==> src/rtl/gdn_pkg.sv <==
package gdn_pkg;

   localparam int unsigned RawWidth   = 16;
   localparam int unsigned DayWidth   = 5;
   localparam int unsigned MonthWidth = 4;
   localparam int unsigned YearWidth  = 16;
   localparam int unsigned ProdWidth  = 32;
   localparam int unsigned RemWidth   = 9;

   localparam logic [MonthWidth-1:0] MONTHS_PER_YEAR = 4'd12;
   localparam logic [MonthWidth-1:0] MONTH_JAN = 4'd1;
   localparam logic [MonthWidth-1:0] MONTH_FEB = 4'd2;
   localparam logic [MonthWidth-1:0] MONTH_APR = 4'd4;
   localparam logic [MonthWidth-1:0] MONTH_JUN = 4'd6;
   localparam logic [MonthWidth-1:0] MONTH_SEP = 4'd9;
   localparam logic [MonthWidth-1:0] MONTH_NOV = 4'd11;

   localparam logic [DayWidth-1:0] LEN_FEB      = 5'd28;
   localparam logic [DayWidth-1:0] LEN_FEB_LEAP = 5'd29;
   localparam logic [DayWidth-1:0] LEN_SHORT    = 5'd30;
   localparam logic [DayWidth-1:0] LEN_LONG     = 5'd31;

   // floor(x / 12) = (x * 43691) >> 19 for x < 2^17
   localparam logic [15:0] FOLD_RECIP = 16'd43691;
   localparam int unsigned FoldShift  = 19;
   // floor(y / 400) = ((y >> 4) * 1311) >> 15 for y < 2^16
   localparam logic [10:0] YEAR_RECIP = 11'd1311;
   localparam int unsigned YearShift  = 15;

   localparam logic [RemWidth-1:0] LEAP_CYCLE = 9'd400;
   localparam logic [RemWidth-1:0] CENTURY_1  = 9'd100;
   localparam logic [RemWidth-1:0] CENTURY_2  = 9'd200;
   localparam logic [RemWidth-1:0] CENTURY_3  = 9'd300;

   typedef enum logic [2:0] {
      ST_IDLE,
      ST_FOLD_MUL,
      ST_FOLD_FIX,
      ST_YEAR_MUL,
      ST_YEAR_FIX,
      ST_LOOP,
      ST_DONE
   } gdn_state_type;

   typedef struct packed {
      logic load;
      logic fold_mul;
      logic fold_fix;
      logic year_mul;
      logic year_fix;
      logic step;
      logic out_load;
   } gdn_cmd_type;

   typedef struct packed {
      logic fits;
   } gdn_status_type;

endpackage

==> src/rtl/gdn_datapath.sv <==
module gdn_datapath (
   input  logic                                  clock,
   input  gdn_pkg::gdn_cmd_type                  cmd,
   input  logic signed [gdn_pkg::RawWidth-1:0]   day_in,
   input  logic signed [gdn_pkg::RawWidth-1:0]   month_in,
   input  logic signed [gdn_pkg::RawWidth-1:0]   year_in,
   output gdn_pkg::gdn_status_type               status,
   output logic [gdn_pkg::DayWidth-1:0]          day_out,
   output logic [gdn_pkg::MonthWidth-1:0]        month_out,
   output logic [gdn_pkg::YearWidth-1:0]         year_out
);
   import gdn_pkg::*;

   logic [RawWidth-1:0]   day_ff, day_in_nxt;
   logic [RawWidth-1:0]   month_ff, month_in_nxt;
   logic [YearWidth-1:0]  year_ff, year_in_nxt;
   logic [ProdWidth-1:0]  prod_ff, prod_in;
   logic [RemWidth-1:0]   rem_ff, rem_in;
   logic [DayWidth-1:0]   day_out_ff;
   logic [MonthWidth-1:0] month_out_ff;
   logic [YearWidth-1:0]  year_out_ff;

   logic [RawWidth-1:0]   day_mag, month_mag, year_mag;
   logic [RawWidth-1:0]   month_m1;
   logic [12:0]           fold_q;
   logic [RawWidth-1:0]   fold_twelve;
   logic [7:0]            cyc_q;
   logic [16:0]           cyc_base;
   logic                  leap;
   logic [DayWidth-1:0]   len;
   logic [MonthWidth-1:0] cur_month;

   function automatic logic [RawWidth-1:0] mag16(input logic signed [RawWidth-1:0] raw);
      logic [RawWidth-1:0] u;
      u = raw;
      return raw[RawWidth-1] ? (~u + 1'b1) : u;
   endfunction

   assign day_mag   = mag16(day_in);
   assign month_mag = mag16(month_in);
   assign year_mag  = mag16(year_in);

   assign month_m1    = month_ff - 1'b1;
   assign fold_q      = prod_ff[FoldShift +: 13];
   assign fold_twelve = RawWidth'({fold_q, 3'b000}) + RawWidth'({fold_q, 2'b00});
   assign cyc_q       = prod_ff[YearShift +: 8];
   assign cyc_base    = 17'({cyc_q, 8'b0}) + 17'({cyc_q, 7'b0}) + 17'({cyc_q, 4'b0});

   assign cur_month = month_ff[MonthWidth-1:0];
   assign leap = ((rem_ff[1:0] == 2'b00) && (rem_ff != CENTURY_1) && (rem_ff != CENTURY_2)
                  && (rem_ff != CENTURY_3) && (rem_ff != '0)) || (rem_ff == '0);

   always_comb begin
      if (cur_month == MONTH_FEB) begin
         len = leap ? LEN_FEB_LEAP : LEN_FEB;
      end else if ((cur_month == MONTH_APR) || (cur_month == MONTH_JUN) ||
                   (cur_month == MONTH_SEP) || (cur_month == MONTH_NOV)) begin
         len = LEN_SHORT;
      end else begin
         len = LEN_LONG;
      end
   end

   assign status.fits = (day_ff <= RawWidth'(len));

   always_comb begin
      day_in_nxt   = day_ff;
      month_in_nxt = month_ff;
      year_in_nxt  = year_ff;
      prod_in      = prod_ff;
      rem_in       = rem_ff;
      if (cmd.load) begin
         day_in_nxt   = (day_mag == '0) ? RawWidth'(1) : day_mag;
         month_in_nxt = (month_mag == '0) ? RawWidth'(1) : month_mag;
         year_in_nxt  = year_mag;
      end
      if (cmd.fold_mul) begin
         prod_in = month_m1 * FOLD_RECIP;
      end
      if (cmd.fold_fix) begin
         month_in_nxt = month_m1 - fold_twelve + 1'b1;
         year_in_nxt  = year_ff + YearWidth'(fold_q);
      end
      if (cmd.year_mul) begin
         prod_in = ProdWidth'(year_ff[YearWidth-1:4]) * ProdWidth'(YEAR_RECIP);
      end
      if (cmd.year_fix) begin
         rem_in = RemWidth'(17'(year_ff) - cyc_base);
      end
      if (cmd.step) begin
         day_in_nxt = day_ff - RawWidth'(len);
         if (cur_month == MONTHS_PER_YEAR) begin
            month_in_nxt = RawWidth'(MONTH_JAN);
            year_in_nxt  = year_ff + 1'b1;
            rem_in       = (rem_ff == LEAP_CYCLE - 1'b1) ? '0 : rem_ff + 1'b1;
         end else begin
            month_in_nxt = month_ff + 1'b1;
         end
      end
   end

   always_ff @(posedge clock) begin
      day_ff   <= day_in_nxt;
      month_ff <= month_in_nxt;
      year_ff  <= year_in_nxt;
      prod_ff  <= prod_in;
      rem_ff   <= rem_in;
      if (cmd.out_load) begin
         day_out_ff   <= day_ff[DayWidth-1:0];
         month_out_ff <= cur_month;
         year_out_ff  <= year_ff;
      end
   end

   assign day_out   = day_out_ff;
   assign month_out = month_out_ff;
   assign year_out  = year_out_ff;

endmodule

==> src/rtl/gdn_controller.sv <==
module gdn_controller (
   input  logic                    clock,
   input  logic                    reset,
   input  logic                    req_tvalid,
   output logic                    req_tready,
   output logic                    rsp_tvalid,
   input  logic                    rsp_tready,
   input  gdn_pkg::gdn_status_type status,
   output gdn_pkg::gdn_cmd_type    cmd
);
   import gdn_pkg::*;

   gdn_state_type state_ff, state_in;
   logic          rsp_valid_ff, rsp_valid_in;

   always_ff @(posedge clock) begin
      if (reset) begin
         state_ff     <= ST_IDLE;
         rsp_valid_ff <= 1'b0;
      end else begin
         state_ff     <= state_in;
         rsp_valid_ff <= rsp_valid_in;
      end
   end

   always_comb begin
      state_in     = state_ff;
      rsp_valid_in = rsp_valid_ff && !rsp_tready;
      cmd          = '0;
      req_tready   = 1'b0;
      case (state_ff)
         ST_IDLE: begin
            req_tready = 1'b1;
            if (req_tvalid) begin
               cmd.load = 1'b1;
               state_in = ST_FOLD_MUL;
            end
         end
         ST_FOLD_MUL: begin
            cmd.fold_mul = 1'b1;
            state_in     = ST_FOLD_FIX;
         end
         ST_FOLD_FIX: begin
            cmd.fold_fix = 1'b1;
            state_in     = ST_YEAR_MUL;
         end
         ST_YEAR_MUL: begin
            cmd.year_mul = 1'b1;
            state_in     = ST_YEAR_FIX;
         end
         ST_YEAR_FIX: begin
            cmd.year_fix = 1'b1;
            state_in     = ST_LOOP;
         end
         ST_LOOP: begin
            if (status.fits) begin
               state_in = ST_DONE;
            end else begin
               cmd.step = 1'b1;
            end
         end
         ST_DONE: begin
            if (!rsp_valid_ff || rsp_tready) begin
               cmd.out_load = 1'b1;
               rsp_valid_in = 1'b1;
               state_in     = ST_IDLE;
            end
         end
         default: begin
            state_in = ST_IDLE;
         end
      endcase
   end

   assign rsp_tvalid = rsp_valid_ff;

endmodule

==> src/rtl/gregorian_date_normalizer_unit.sv <==
// Channel | Dir | Ports                       | tdata fields (low bit up)
// req     | in  | req_tvalid/tready/tdata[47:0] | day_in, month_in, year_in
// rsp     | out | rsp_tvalid/tready/tdata[31:0] | day_out, month_out, year_out, zero pad
//
// An accepted item is loaded, then passes FOLD_MUL, FOLD_FIX, YEAR_MUL, YEAR_FIX,
// LOOP and DONE before rsp_tvalid rises; the next item is taken once it leaves DONE.
// The day loop in LOOP subtracts one month length per cycle until the day fits.
// Reset clears the controller state and rsp_tvalid; datapath holds no control.
// The result sits in an output register, so a new item is taken while it waits;
// a finished item holds in its last state until that register frees.
module gregorian_date_normalizer_unit (
   input  logic        clock,
   input  logic        reset,
   input  logic        req_tvalid,
   output logic        req_tready,
   input  logic [47:0] req_tdata,   // day_in[15:0], month_in[31:16], year_in[47:32]
   output logic        rsp_tvalid,
   input  logic        rsp_tready,
   output logic [31:0] rsp_tdata    // day_out[4:0], month_out[8:5], year_out[24:9], zero
);
   import gdn_pkg::*;

   gdn_cmd_type           cmd;
   gdn_status_type        status;
   logic [DayWidth-1:0]   day_out;
   logic [MonthWidth-1:0] month_out;
   logic [YearWidth-1:0]  year_out;

   gdn_controller u_ctrl (
      .clock      (clock),
      .reset      (reset),
      .req_tvalid (req_tvalid),
      .req_tready (req_tready),
      .rsp_tvalid (rsp_tvalid),
      .rsp_tready (rsp_tready),
      .status     (status),
      .cmd        (cmd)
   );

   gdn_datapath u_dp (
      .clock     (clock),
      .cmd       (cmd),
      .day_in    (req_tdata[15:0]),
      .month_in  (req_tdata[31:16]),
      .year_in   (req_tdata[47:32]),
      .status    (status),
      .day_out   (day_out),
      .month_out (month_out),
      .year_out  (year_out)
   );

   assign rsp_tdata = {7'b0, year_out, month_out, day_out};

endmodule

==> config.mk <==
export PLATFORM = sky130hd
export DESIGN_NAME = gregorian_date_normalizer_unit
export DESIGN_NICKNAME = d
export VERILOG_FILES = /design/src/rtl/gdn_pkg.sv /design/src/rtl/gdn_datapath.sv /design/src/rtl/gdn_controller.sv /design/src/rtl/gregorian_date_normalizer_unit.sv
export SDC_FILE = /design/constraint.sdc
export NUM_CORES = 1
export LEC_CHECK = 0
export BUFFER_PORTS_ARGS = -buffer_cell sky130_fd_sc_hd__buf_2
export CAP_MARGIN = 0
export CORE_MARGIN = 2
export CORE_UTILIZATION = 39
export DETAILED_ROUTE_END_ITERATION = 7
export GPL_ROUTABILITY_DRIVEN = 1
export PLACE_DENSITY = 0.67
export SKIP_CTS_REPAIR_TIMING = 1
export SYNTH_ARGS = -nofsm -noshare
export SYNTH_HDL_FRONTEND = slang
export SYNTH_SLANG_ARGS = --single-unit
==> constraint.sdc <==
create_clock -name clock -period 7.1 [get_ports clock]
set_input_delay 1.42 -clock clock [delete_from_list [all_inputs] [get_ports clock]]
set_output_delay 1.42 -clock clock [all_outputs]
set_load 0.01 [all_outputs]
After elaboration in Yosys (flattened, before gate mapping)

Index checks and enable logic that the tools add are counted.

Bits in registers: 118
Output and inout bits: 34

Add/subtract/negate cells: 15
$mul: 2
$lt $le $gt $ge: 1
Equal/unequal tests: 19
Multiplexer cells: 41
Bitwise operators: 3
Reductions and logical operators: 22

Operators by type and width:

| operator               | count |
|---|---|
| $mux 16                | 15 |
| $add 16x1->16 const B  | 6 |
| $not 16->16            | 3 |
| $mux 23                | 2 |
| $mux 9                 | 4 |
| $logic_not 16->1       | 2 |
| $mul 16x16->32 const B | 1 |
| $mul 12x11->23 const B | 1 |
| $pmux 3 s7             | 1 |
| $add 9x9->9            | 2 |
| $add 16x13->16         | 1 |
| $add 16x15->16         | 1 |
| $le 16x5->1            | 1 |
| $sub 16x1->16 const B  | 1 |
| $sub 16x16->16         | 1 |
| $sub 16x5->16          | 1 |
| $mux 1                 | 15 |
| $eq 4x4->1 const B     | 3 |
| $add 9x1->9 const B    | 1 |
| $eq 3x3->1 const B     | 3 |
| $eq 9x9->1 const B     | 1 |
| $logic_not 9->1        | 1 |
| $mux 3                 | 3 |
| $ne 9x7->1 const B     | 1 |
| 19 further kinds       | 32 |

Longest topological paths before layout

Gate-level depths: netlist of run 1.

Depth after elaboration: 12
Depth in mapped cells: 28

By module

Synthesis of run 1 repeated with hierarchy kept, for this count alone.

Cells, all modules: 1703
Area total of the unflattened synthesis: 15456.1 um2

By module, submodules not included:

| module                         | instances | cells an instance | area each (um2) | sequential area each (um2) |
|---|---|---|---|---|
| gdn_datapath                   | 1         | 1662              | 15129.5         | 2632.5 |
| gdn_controller                 | 1         | 33                | 270.3           | 80.1 |
| gregorian_date_normalizer_unit | 1         | 8                 | 56.3            | 0.0 |

Worst setup path before layout of run 1

Ideal clock, no wire load.

Kind: reg2reg
Start: register u_dp.month_ff[3]
End: register u_dp.prod_ff[30]
Library setup time: 0.117 ns
Data arrival time: 7.188 ns
Path slack: -0.206 ns
Stages on the path, launching flop included: 28
Path buffers: 2
Clock period less this slack: 7.306 ns
Cell sequence: edfxtp_1 -> buf_6 -> or4_4 -> or3_1 -> buf_2 -> nor3_4 -> nand3b_1 -> xor2_1 -> inv_1 -> ha_1 -> ha_1 -> inv_1 -> fa_1 -> inv_1 -> fa_1 -> fa_1 -> inv_1 -> fa_1 -> inv_1 -> ha_1 -> a21oi_1 -> nand3b_1 -> nor3_1 -> o21ai_0 -> a41oi_1 -> a21boi_0 -> or3_1 -> a32o_1

Longest elaborated chain between the ends: 2

Ends and longest elaborated chain:

| element                | line                | RTL |
|---|---|---|
| start, declared        | gdn_datapath.sv:15  | `logic [RawWidth-1:0] month_ff, month_in_nxt;` |
| start signal, assigned | gdn_datapath.sv:104 | `month_ff <= month_in_nxt;` |
| $sub 16x1->16          | gdn_datapath.sv:43  | `assign month_m1 = month_ff - 1'b1;` |
| $mul 16x16->32         | gdn_datapath.sv:78  | `prod_in = month_m1 * FOLD_RECIP;` |
| end signal, assigned   | gdn_datapath.sv:106 | `prod_ff <= prod_in;` |
| end, declared          | gdn_datapath.sv:17  | `logic [ProdWidth-1:0] prod_ff, prod_in;` |

Every way passes these cells.
A chain may end at the register's enable or synchronous reset.

Worst setup path in the final report of run 1

Start: register u_dp.month_ff[2]
End: register u_dp.prod_ff[30]

Same word-level chain as after synthesis.

==> results of run 1 <==
-- stage by stage --
stage | hold slack, ns | instance area (sq um) | TNS (ns)
2_1_floorplan | 0.4264 | 15500 | 0
3_3_place_gp | 0.4699 | 16660 | 0
3_5_place_dp | 0.4806 | 16660 | -0.01779
4_1_cts | 0.4994 | 16950 | -0.07085
5_1_grt | 0.4996 | 17110 | 0
6_report | 0.5006 | 17110 | 0
-- sequential cells by signal (all words and copies together) (netlist names) --
| name | cells |
|---|---|
| u_dp.prod_ff | 17 |
| u_ctrl.state_ff | 3 |
| u_ctrl.rsp_tvalid | 1 |
| u_dp.day_out | 5 |
| u_dp.month_ff | 16 |
| u_dp.rem_ff | 9 |
| u_dp.day_ff | 16 |
| u_dp.year_out | 16 |
| u_dp.month_out | 4 |
| u_dp.year_ff | 16 |
-- metal layers --
metal | track usage | vias up | routed length (um) | share of wire
met3 | 0.02215 | 50 | 1686 | 0.044
met5 | 0 | - | 0 | 0
met2 | 0.3238 | 287 | 18420 | 0.48
met1 | 0.2533 | 5922 | 17450 | 0.45
met4 | 0.04353 | 0 | 804 | 0.021
li1 | - | 6040 | - | -
-- cell families (layout without fill, tap and decap cells) --
family,count (synthesis),after routing,synth area share
simple gates,380,380,0.1209
compound gates,327,327,0.1342
flops,103,103,0.1755
other cells,1,7,0.0002426
mux,15,15,0.009957
fa+ha+maj,409,409,0.3933
buf+inv,331,428,0.08265
xor+xnor,146,146,0.08322
-- critical path, stage by stage, from the launching register on --
cell and delay [ns]:
edfxtp_1 0.42, or4_4 0.54, or3_4 0.40, nor3_4 0.18, buf_6 0.14, mux2i_2 0.22, xor2_1 0.22, inv_1 0.09
ha_1 0.28, inv_1 0.05, fa_1 0.51, inv_1 0.05, fa_1 0.47, fa_1 0.54, inv_1 0.05, fa_1 0.54
inv_1 0.05, ha_1 0.31, a21o_1 0.20, nand3b_1 0.21, nor3_2 0.14, buf_4 0.14, o21ai_1 0.10, a41oi_2 0.21
a21boi_1 0.12, or3_1 0.31, a32o_1 0.26
-- Yosys cell counts (all sizes together), types with 7 or more instances --
cell,n,area [sq um]
inv,282,1059
ha,281,3516
fa,128,2562
nand2,104,390.4
a21oi,96,480.5
nor2,85,319.1
o21ai,84,420.4
xor2,75,656.9
xnor2,71,629.4
edfxtp,65,1952
dfxtp,38,760.7
clkbuf,35,131.4
nor3,35,186.4
nand3,34,170.2
nor2b,24,150.1
nand2b,20,125.1
a211oi,17,127.6
buf,14,87.58
and3,13,81.33
o21a,13,97.59
or3,13,81.33
a21o,12,90.09
mux2i,12,120.1
o221ai,11,96.34
o22ai,11,68.82
o31ai,11,82.58
nand4,10,62.56
nor4,10,62.56
or4,9,71.32
and2,8,50.05
o211ai,7,52.55
o41ai,7,61.31
-- path summary, 6_finish.rpt --
| kind | startpoint | end | slack (ns) | cells past startpoint |
|---|---|---|---|---|
| worst max-delay path | u_dp.month_ff[2] | u_dp.prod_ff[30] | 0.21 | 26 |
| worst min-delay path | u_dp.day_ff[0] | u_dp.day_out[0] | 0.50 | 0 |
| worst max register to register | u_dp.month_ff[2] | u_dp.prod_ff[30] | 0.21 | 26 |
| worst min register to register | u_dp.day_ff[0] | u_dp.day_out[0] | 0.50 | 0 |
-- cell usage in the layout, fill, tap and decap left out, types with 12 or more instances in the layout --
cell,count
a211oi_1,17
a21o_1,12
a21oi_1,92
and3_1,13
buf_2,78
buf_4,51
dfxtp_1,38
edfxtp_1,65
fa_1,128
ha_1,278
inv_1,281
nand2_1,104
nand2b_1,20
nand3_1,34
nor2_1,81
nor2b_1,24
nor3_1,32
o21a_1,13
o21ai_0,80
or3_1,12
xnor2_1,70
xor2_1,74
-- layout make-up --
class / count / area [sq um]
clock buffers: 10 / 229.0
clock inverters: 6 / 56.30
fillers: 3821 / 21810
inverters: 282 / 1059
multi-input cells: 1284 / 11620
flip-flops and latches: 103 / 2713
well taps: 518 / 648.1
repair buffers: 130 / 784.5
==> reports/metrics.sh, run 1 <==
RUN_STATUS='finished, final reports clean'
TIMING_WORST_SLEW_PIN_VALUE_NS=0.8797
DRC=0
DESIGN.CORE.AREA_SQ_UM=38920
GRT_PASS1_VIAS=12330
MAX-SLEW-MARGIN-REL=0.4136
SKEW_NS=0.01179
NUMCLOCKSINKS=103
CLOCK_SLEW_AT_THE_REGISTER_CLOCK_PINS_OF_THE_WORST_SETUP_AND_HOLD_PATHS_NS=0.08
CTSROOTBUFFERMASTER='clkbuf_16'
NUM_VIAS=12300
DETAILEDPLACEMENTHPWL_UM=32210
YOSYS_REGISTER_BITS=103
DIEAREA_SQ_UM=41240
POSTROUTEWIRELENGTH_UM=38360
ANT_NETS=0
MAX_H_TREE_LEVEL=3
ASYNC_FLOP_SHARE=0
CRITICAL_PATH.STARTPOINT_TYPE='flop'
SEQ_AREA_FRAC_SYNTH=0.1755
POST_ROUTE_MINIMUM_PERIOD_NS=6.886
SETUP_VIOLATIONS=0
WORST_EP_ARRIVAL_TIME_NS=7.14
FLOORPLAN.DIE.WIDTH_UM=203.1
FINALNONFILLERCELLS=2333
FLOORPLAN.IO_PINS=86
GROUTE.USAGE.OVERALL=0.1884
SYN-CELL-AREA_SQ_UM=15460
POST-ROUTE-PERIOD-UTIL=0.9698
CTS_MADE_BUFFERS=9
FINAL_HOLD_VIOLS=0
SETUP.WORST_PATH.END_CLASS='flop'
POST-PLACE-CELLS=2310
WL_PER_CELL_UM=16.44
NUM_ANTENNA_CELLS=0
SYN-MEAN-INSTANCE-AREA_SQ_UM=9.028
NETLIST_INSTANCES=1712
FINAL-MAX-SLEW-VIOLATION-COUNT=0
COUNT_OF_FLIP_FLOPS_WITH_A_BUILT_IN_ENABLE_AFTER_SYNTHESIS=65
MAX_CAP_VIOL_COUNT=0
HP-CLASS='flop to flop'
PLACEMENT_ROWS=72
INITIAL_UTILIZATION=0.3972
GLOBALROUTEOVERFLOWTOTAL=0
WORSTPATHREQUIRED_NS=7.35
SYNTH_CELL_TYPE_COUNT=73
PORT-BUFFER-COUNT=78
DRT_ITER0_DRC=672
WORST_SETUP_SLACK_POST_DPL_NS=-0.01779
PLACE.GP.CONGESTION=0.9392
SYNTHTOLAYOUTAREAGROWTH_PCT=10.69
TIMING_WORST_SETUP_PATH_TYPE='flop to flop'
GRT_ANTENNA_BEFORE_REPAIR=0
CTS_TREE='done'
SETUP_REPAIR_AFTER_GLOBAL_ROUTING_MISSED_ITS_MARGIN='no'
CLK-INSERTION-DELAY-LATE_NS=0.37
GRT_MAX_DEGREE=37
GRT_PASS1_WL_UM=62230
SYNTH_WARNINGS=0
FINISH.NET_COUNT=2271
DETAIL_ROUTE.VIAS_PER_CELL=5.272
WORST-PATH-MAX-FANOUT=5
MAX_FREQ_GHz=0.1452
DIEHEIGHT_UM=203.1
FIRSTDRTPASSITERS=5
FINAL_CORE_UTIL=0.4396
SYNTH_FLOP_CELL='edfxtp_1'
LAYOUT_SETUP_WS_NS=0.2144
FINAL_LAYOUT_SIZE_SUFFIX_GT1_FRAC=0.1019
CTS-ROOT-TO-SINK-BUFFERS=2
Power of run 1 is left out: the tool's default activity adds up to more than one toggle a clock period on the data nets, which glitch-free logic cannot reach.
==> run 2: changes to the inputs <==
- CORE_UTILIZATION: 39 -> 50
- PLACE_DENSITY: 0.67 -> 0.8
- SKIP_LAST_GASP: default -> 1
==> run 2 against run 1 <==
Die area fell by 22%. Clock skew barely moved. Sequential share of layout area rose by 0.10 points. Clock-buffer cell count did not move. Non-clock buffer count fell by 6.
==> reports/metrics.sh, run 2 (synthesized netlist as in run 1, its figures left out) <==
CTS_TREE='done'
PORT-BUFFER-COUNT=78
GLOBALROUTEOVERFLOWTOTAL=0
CTS_MADE_BUFFERS=9
TIMING_WORST_SLEW_PIN_VALUE_NS=0.9429
MAX_H_TREE_LEVEL=3
PLACE.GP.CONGESTION=0.9504
PLACEMENT_ROWS=64
HOLD_PATH_STARTPOINT='u_dp.day_ff[0]'
DETAIL_ROUTE.VIAS_PER_CELL=5.722
SETUP_VIOLATIONS=0
WORST-PATH-MAX-FANOUT=6
LARGEST_REGISTER='u_dp.prod_ff'
NUMCLOCKSINKS=103
CLK-INSERTION-DELAY-LATE_NS=0.36
CRITICAL_PATH.STARTPOINT_TYPE='flop'
CTS-ROOT-TO-SINK-BUFFERS=2
NUM_VIAS=12620
LAYOUT_SETUP_WS_NS=0.2418
GRT_ANTENNA_BEFORE_REPAIR=0
POST-ROUTE-PERIOD-UTIL=0.9659
FINAL-MAX-SLEW-VIOLATION-COUNT=0
SETUP.WORST_PATH.END_CLASS='flop'
RUN_STATUS='finished, final reports clean'
DRT_ITER0_DRC=913
FINAL_LAYOUT_SIZE_SUFFIX_GT1_FRAC=0.1039
HP-CLASS='flop to flop'
MAX-SLEW-MARGIN-REL=0.3714
WORST_SETUP_SLACK_POST_DPL_NS=-0.002040
GROUTE.USAGE.OVERALL=0.2378
WORST_EP_ARRIVAL_TIME_NS=7.10
SYNTHTOLAYOUTAREAGROWTH_PCT=9.990
FLOORPLAN.DIE.WIDTH_UM=179.8
WORST-PATH-BUF-INV=7
DIEHEIGHT_UM=179.8
DIEAREA_SQ_UM=32340
LAYOUT_COMMONEST_CELL='inv_1'
TIMING_WORST_SETUP_PATH_TYPE='flop to flop'
CTSROOTBUFFERMASTER='clkbuf_16'
WHS_NS=0.5232
NUM_ANTENNA_CELLS=0
GRT_PASS1_WL_UM=62830
FINAL_HOLD_VIOLS=0
ANT_NETS=0
POST_ROUTE_MINIMUM_PERIOD_NS=6.858
CP_SLOWEST_STAGE_DELAY_NS=0.56
SKEW_NS=0.01184
WL_PER_CELL_UM=17.49
FLOORPLAN.IO_PINS=86
POSTROUTEWIRELENGTH_UM=38560
LAYOUT.CELLS.MOST_COMMON_LIST='inv_1 (280), ha_1 (278), fa_1 (128), nand2_1 (104), a21oi_1 (93)'
WORSTREG2REGSTART='u_dp.month_ff[1]'
MAX_CAP_VIOL_COUNT=0
CRITICAL_PATH.SLOWEST_CELL='or4_4'
FINISH.NET_COUNT=2265
DESIGN.CORE.AREA_SQ_UM=30510
SETUP_TNS_NS=0
MAX_FREQ_GHz=0.1458
DRC=0
GRT_PASS1_VIAS=12660
CLOCK_SLEW_AT_THE_REGISTER_CLOCK_PINS_OF_THE_WORST_SETUP_AND_HOLD_PATHS_NS=0.08
MAX_FFS_PER_REGISTER=17
WORST_SETUP_PATH_STARTPOINT='u_dp.month_ff[1]'
TIMING.CRITICAL_PATH.MAX_DELAY_FAMILY='adder cells'
WORSTPATHREQUIRED_NS=7.34
FIRSTDRTPASSITERS=7
INITIAL_UTILIZATION=0.5066
DETAILEDPLACEMENTHPWL_UM=31350
GRT_MAX_DEGREE=37
==> run 2: cell count changes in the layout (fill, tap and decap cells not counted), moves of 2 or more <==
cell      delta
clkinv_4     -2
a21oi_4      +2
a21boi_1     -2
a21oi_2      -3
xor2_2       +2
a21boi_2     +2
buf_4        -6
xor2_1       -2
==> run 2: per-stage QoR <==
step / instance area, sq um / util / cells
floorplan: 15500 / - / 1718
global placement: 16480 / 0.5401 / 2184
detailed placement: 16480 / 0.5401 / 2184
CTS: 16790 / 0.5505 / 2200
global route: 17000 / 0.5572 / 2205
finish: 17000 / 0.5572 / 2205
==> run 2: path summary, 6_finish.rpt <==
kind                      end  slack (ns)  depth (start not counted)
min reg2reg   u_dp.day_out[0]        0.52                          0
min           u_dp.day_out[0]        0.52                          0
max          u_dp.prod_ff[30]        0.24                         26
max reg2reg  u_dp.prod_ff[30]        0.24                         26
==> run 2: area by class of cell <==
type	count	area (sq um)
Clock buffer	10	239.0
Clock inverter	6	76.32
Inverter	282	1059
Fill cell	2623	13510
Sequential cell	103	2713
Multi-Input combinational cell	1284	11680
Timing Repair Buffer	124	739.5
Tap cell	396	495.5
==> run 2: routing by layer <==
| metal | vias up | track usage | routed length (um) | part of all wire |
|---|---|---|---|---|
| li1 | 6039 | - | - | - |
| met2 | 423 | 0.4054 | 18260 | 0.47 |
| met1 | 6087 | 0.3199 | 17020 | 0.44 |
| met5 | - | 0 | 0 | 0 |
| met4 | 0 | 0.07220 | 1109 | 0.029 |
| met3 | 67 | 0.02330 | 2165 | 0.056 |
Power of run 2 is left out for the same reason.
==> run 3: changes to the inputs <==
- RECOVER_POWER: default -> 100
==> run 3 against run 2 <==
Highest routed layer unchanged. Register-to-register slack is essentially flat. Worst setup slack gained 0.00062 ns. The run now ends with capacitance limit, slew limit left. Sequential cell count is the same. Critical path depth is the same. First-iteration DRC count shrank 1.1%. Global-route usage is the same. Largest cell class unchanged. Cell count is the same. Clock skew grew 0.0019 ns. Fmax is essentially flat. Sequential share of layout area is essentially flat.
==> reports/metrics.sh, run 3 (synthesized netlist as in run 1, its figures left out) <==
RUN_STATUS='finished, violations left'
VIOLATED_CHECKS='capacitance limit, slew limit'
WHS_NS=0.5124
CP_SLOWEST_STAGE_DELAY_NS=0.56
WORST_SETUP_PATH_STARTPOINT='u_dp.month_ff[1]'
DETAILEDPLACEMENTHPWL_UM=31350
REGISTER_AREA_SQ_UM=2713
WORST_EP_ARRIVAL_TIME_NS=7.10
POST_ROUTE_MINIMUM_PERIOD_NS=6.858
MET2ROUTEDLENGTH_UM=18340
NUM_VIAS=12640
GRT_MAX_DEGREE=37
NUMCLOCKSINKS=103
WORST-PATH-BUF-INV=7
CTSROOTBUFFERMASTER='clkbuf_16'
FIRSTDRTPASSITERS=5
FINAL_CORE_UTIL=0.5555
MAX_H_TREE_LEVEL=3
LARGEST_REGISTER='u_dp.prod_ff'
CLOCK_SLEW_AT_THE_REGISTER_CLOCK_PINS_OF_THE_WORST_SETUP_AND_HOLD_PATHS_NS=0.08
SKEW_NS=0.01369
WORSTPATHREQUIRED_NS=7.34
NUM_ANTENNA_CELLS=0
HP-CLASS='flop to flop'
CTS_MADE_BUFFERS=9
ANT_NETS=0
LAYOUT_COMMONEST_CELL='inv_1'
GRT_PASS1_VIAS=12660
CLK-INSERTION-DELAY-LATE_NS=0.36
GLOBALROUTEOVERFLOWTOTAL=0
FINAL.FILL_COUNT=2640
FINAL-MAX-SLEW-VIOLATION-COUNT=37
LAYOUT.CELLS.MOST_COMMON_LIST='inv_1 (280), ha_1 (278), fa_1 (128), nand2_1 (104), a21oi_1 (93)'
DIEAREA_SQ_UM=32340
INITIAL_UTILIZATION=0.5066
GRT_PASS1_WL_UM=62830
MAX_FREQ_GHz=0.1458
WORST-PATH-MAX-FANOUT=6
FLOORPLAN.IO_PINS=86
CRITICAL_PATH.SLOWEST_CELL='or4_4'
FINISH.NET_COUNT=2265
SETUP_VIOLATIONS=0
WORSTREG2REGSTART='u_dp.month_ff[1]'
DRC=0
MULTIINPUTGATEAREA_SQ_UM=11680
TIMING_WORST_SETUP_PATH_TYPE='flop to flop'
GRT_ANTENNA_BEFORE_REPAIR=0
PLACE.GP.CONGESTION=0.9504
DESIGN.CORE.AREA_SQ_UM=30510
CTS-ROOT-TO-SINK-BUFFERS=2
CRITICAL_PATH.STARTPOINT_TYPE='flop'
DR_WL_MET3_UM=2292
DETAIL_ROUTE.VIAS_PER_CELL=5.732
CTS_TREE='done'
WL_PER_CELL_UM=17.56
FINAL_LAYOUT_SIZE_SUFFIX_GT1_FRAC=0.08568
GROUTE.USAGE.OVERALL=0.2378
TIMING_WORST_SLEW_PIN_VALUE_NS=1.568
POST-ROUTE-PERIOD-UTIL=0.9659
DIEHEIGHT_UM=179.8
SYNTHTOLAYOUTAREAGROWTH_PCT=9.658
MAX_CAP_VIOL_COUNT=1
TIMING.CRITICAL_PATH.MAX_DELAY_FAMILY='adder cells'
POSTROUTEWIRELENGTH_UM=38720
HIGHEST_LAYER_USED_FOR_SIGNAL_ROUTING='met4'
HOLD_PATH_STARTPOINT='u_dp.day_ff[0]'
MAX-SLEW-MARGIN-REL=-0.04549
SETUP.WORST_PATH.END_CLASS='flop'
PORT-BUFFER-COUNT=78
MAX_FFS_PER_REGISTER=17
FINAL_HOLD_VIOLS=0
FLOORPLAN.DIE.WIDTH_UM=179.8
PLACEMENT_ROWS=64
DRT_ITER0_DRC=903
WL_MET1_UM=16960
[run 3: cell types whose count changed in the layout (fill, tap and decap cells not counted), sizes merged]
cell	previous run	this run
buf	124	93
clkbuf	10	41
[run 3: final cells by class]
class                   instances  area share
well taps                     396     0.02923
repair buffers                124     0.04075
flip-flops and latches        103      0.1600
clock inverters                 6    0.004503
clock buffers                  10     0.01410
multi-input cells            1284      0.6889
inverters                     282     0.06245
[run 3: path summary, 6_finish.rpt]
check,slack (ns),cells past startpoint,endpoint
worst max-delay path,0.24,26,u_dp.prod_ff[30]
worst min-delay path,0.51,0,u_dp.day_out[0]
worst max register to register,0.24,26,u_dp.prod_ff[30]
worst min register to register,0.51,0,u_dp.day_out[0]
[run 3: metrics by stage]
| stage | std cells | area, sq um | worst slack [ns] | TNS (ns) |
|---|---|---|---|---|
| 6_report | 2205 | 16950 | 0.2424 | 0 |
| 3_3_place_gp | 2184 | 16480 | 0.1362 | 0 |
| 4_1_cts | 2200 | 16790 | -0.03741 | -0.03741 |
| 2_1_floorplan | 1718 | 15500 | 0.01947 | 0 |
| 3_5_place_dp | 2184 | 16480 | -0.002040 | -0.002040 |
| 5_1_grt | 2205 | 16950 | -0.05820 | -0.1320 |
[run 3: metal layers]
layer | vias up | GRT usage
met3 | 71 | 0.02330
li1 | 6038 | -
met2 | 438 | 0.4054
met1 | 6093 | 0.3199
met4 | 0 | 0.07220
met5 | - | 0
Power of run 3 is left out for the same reason.
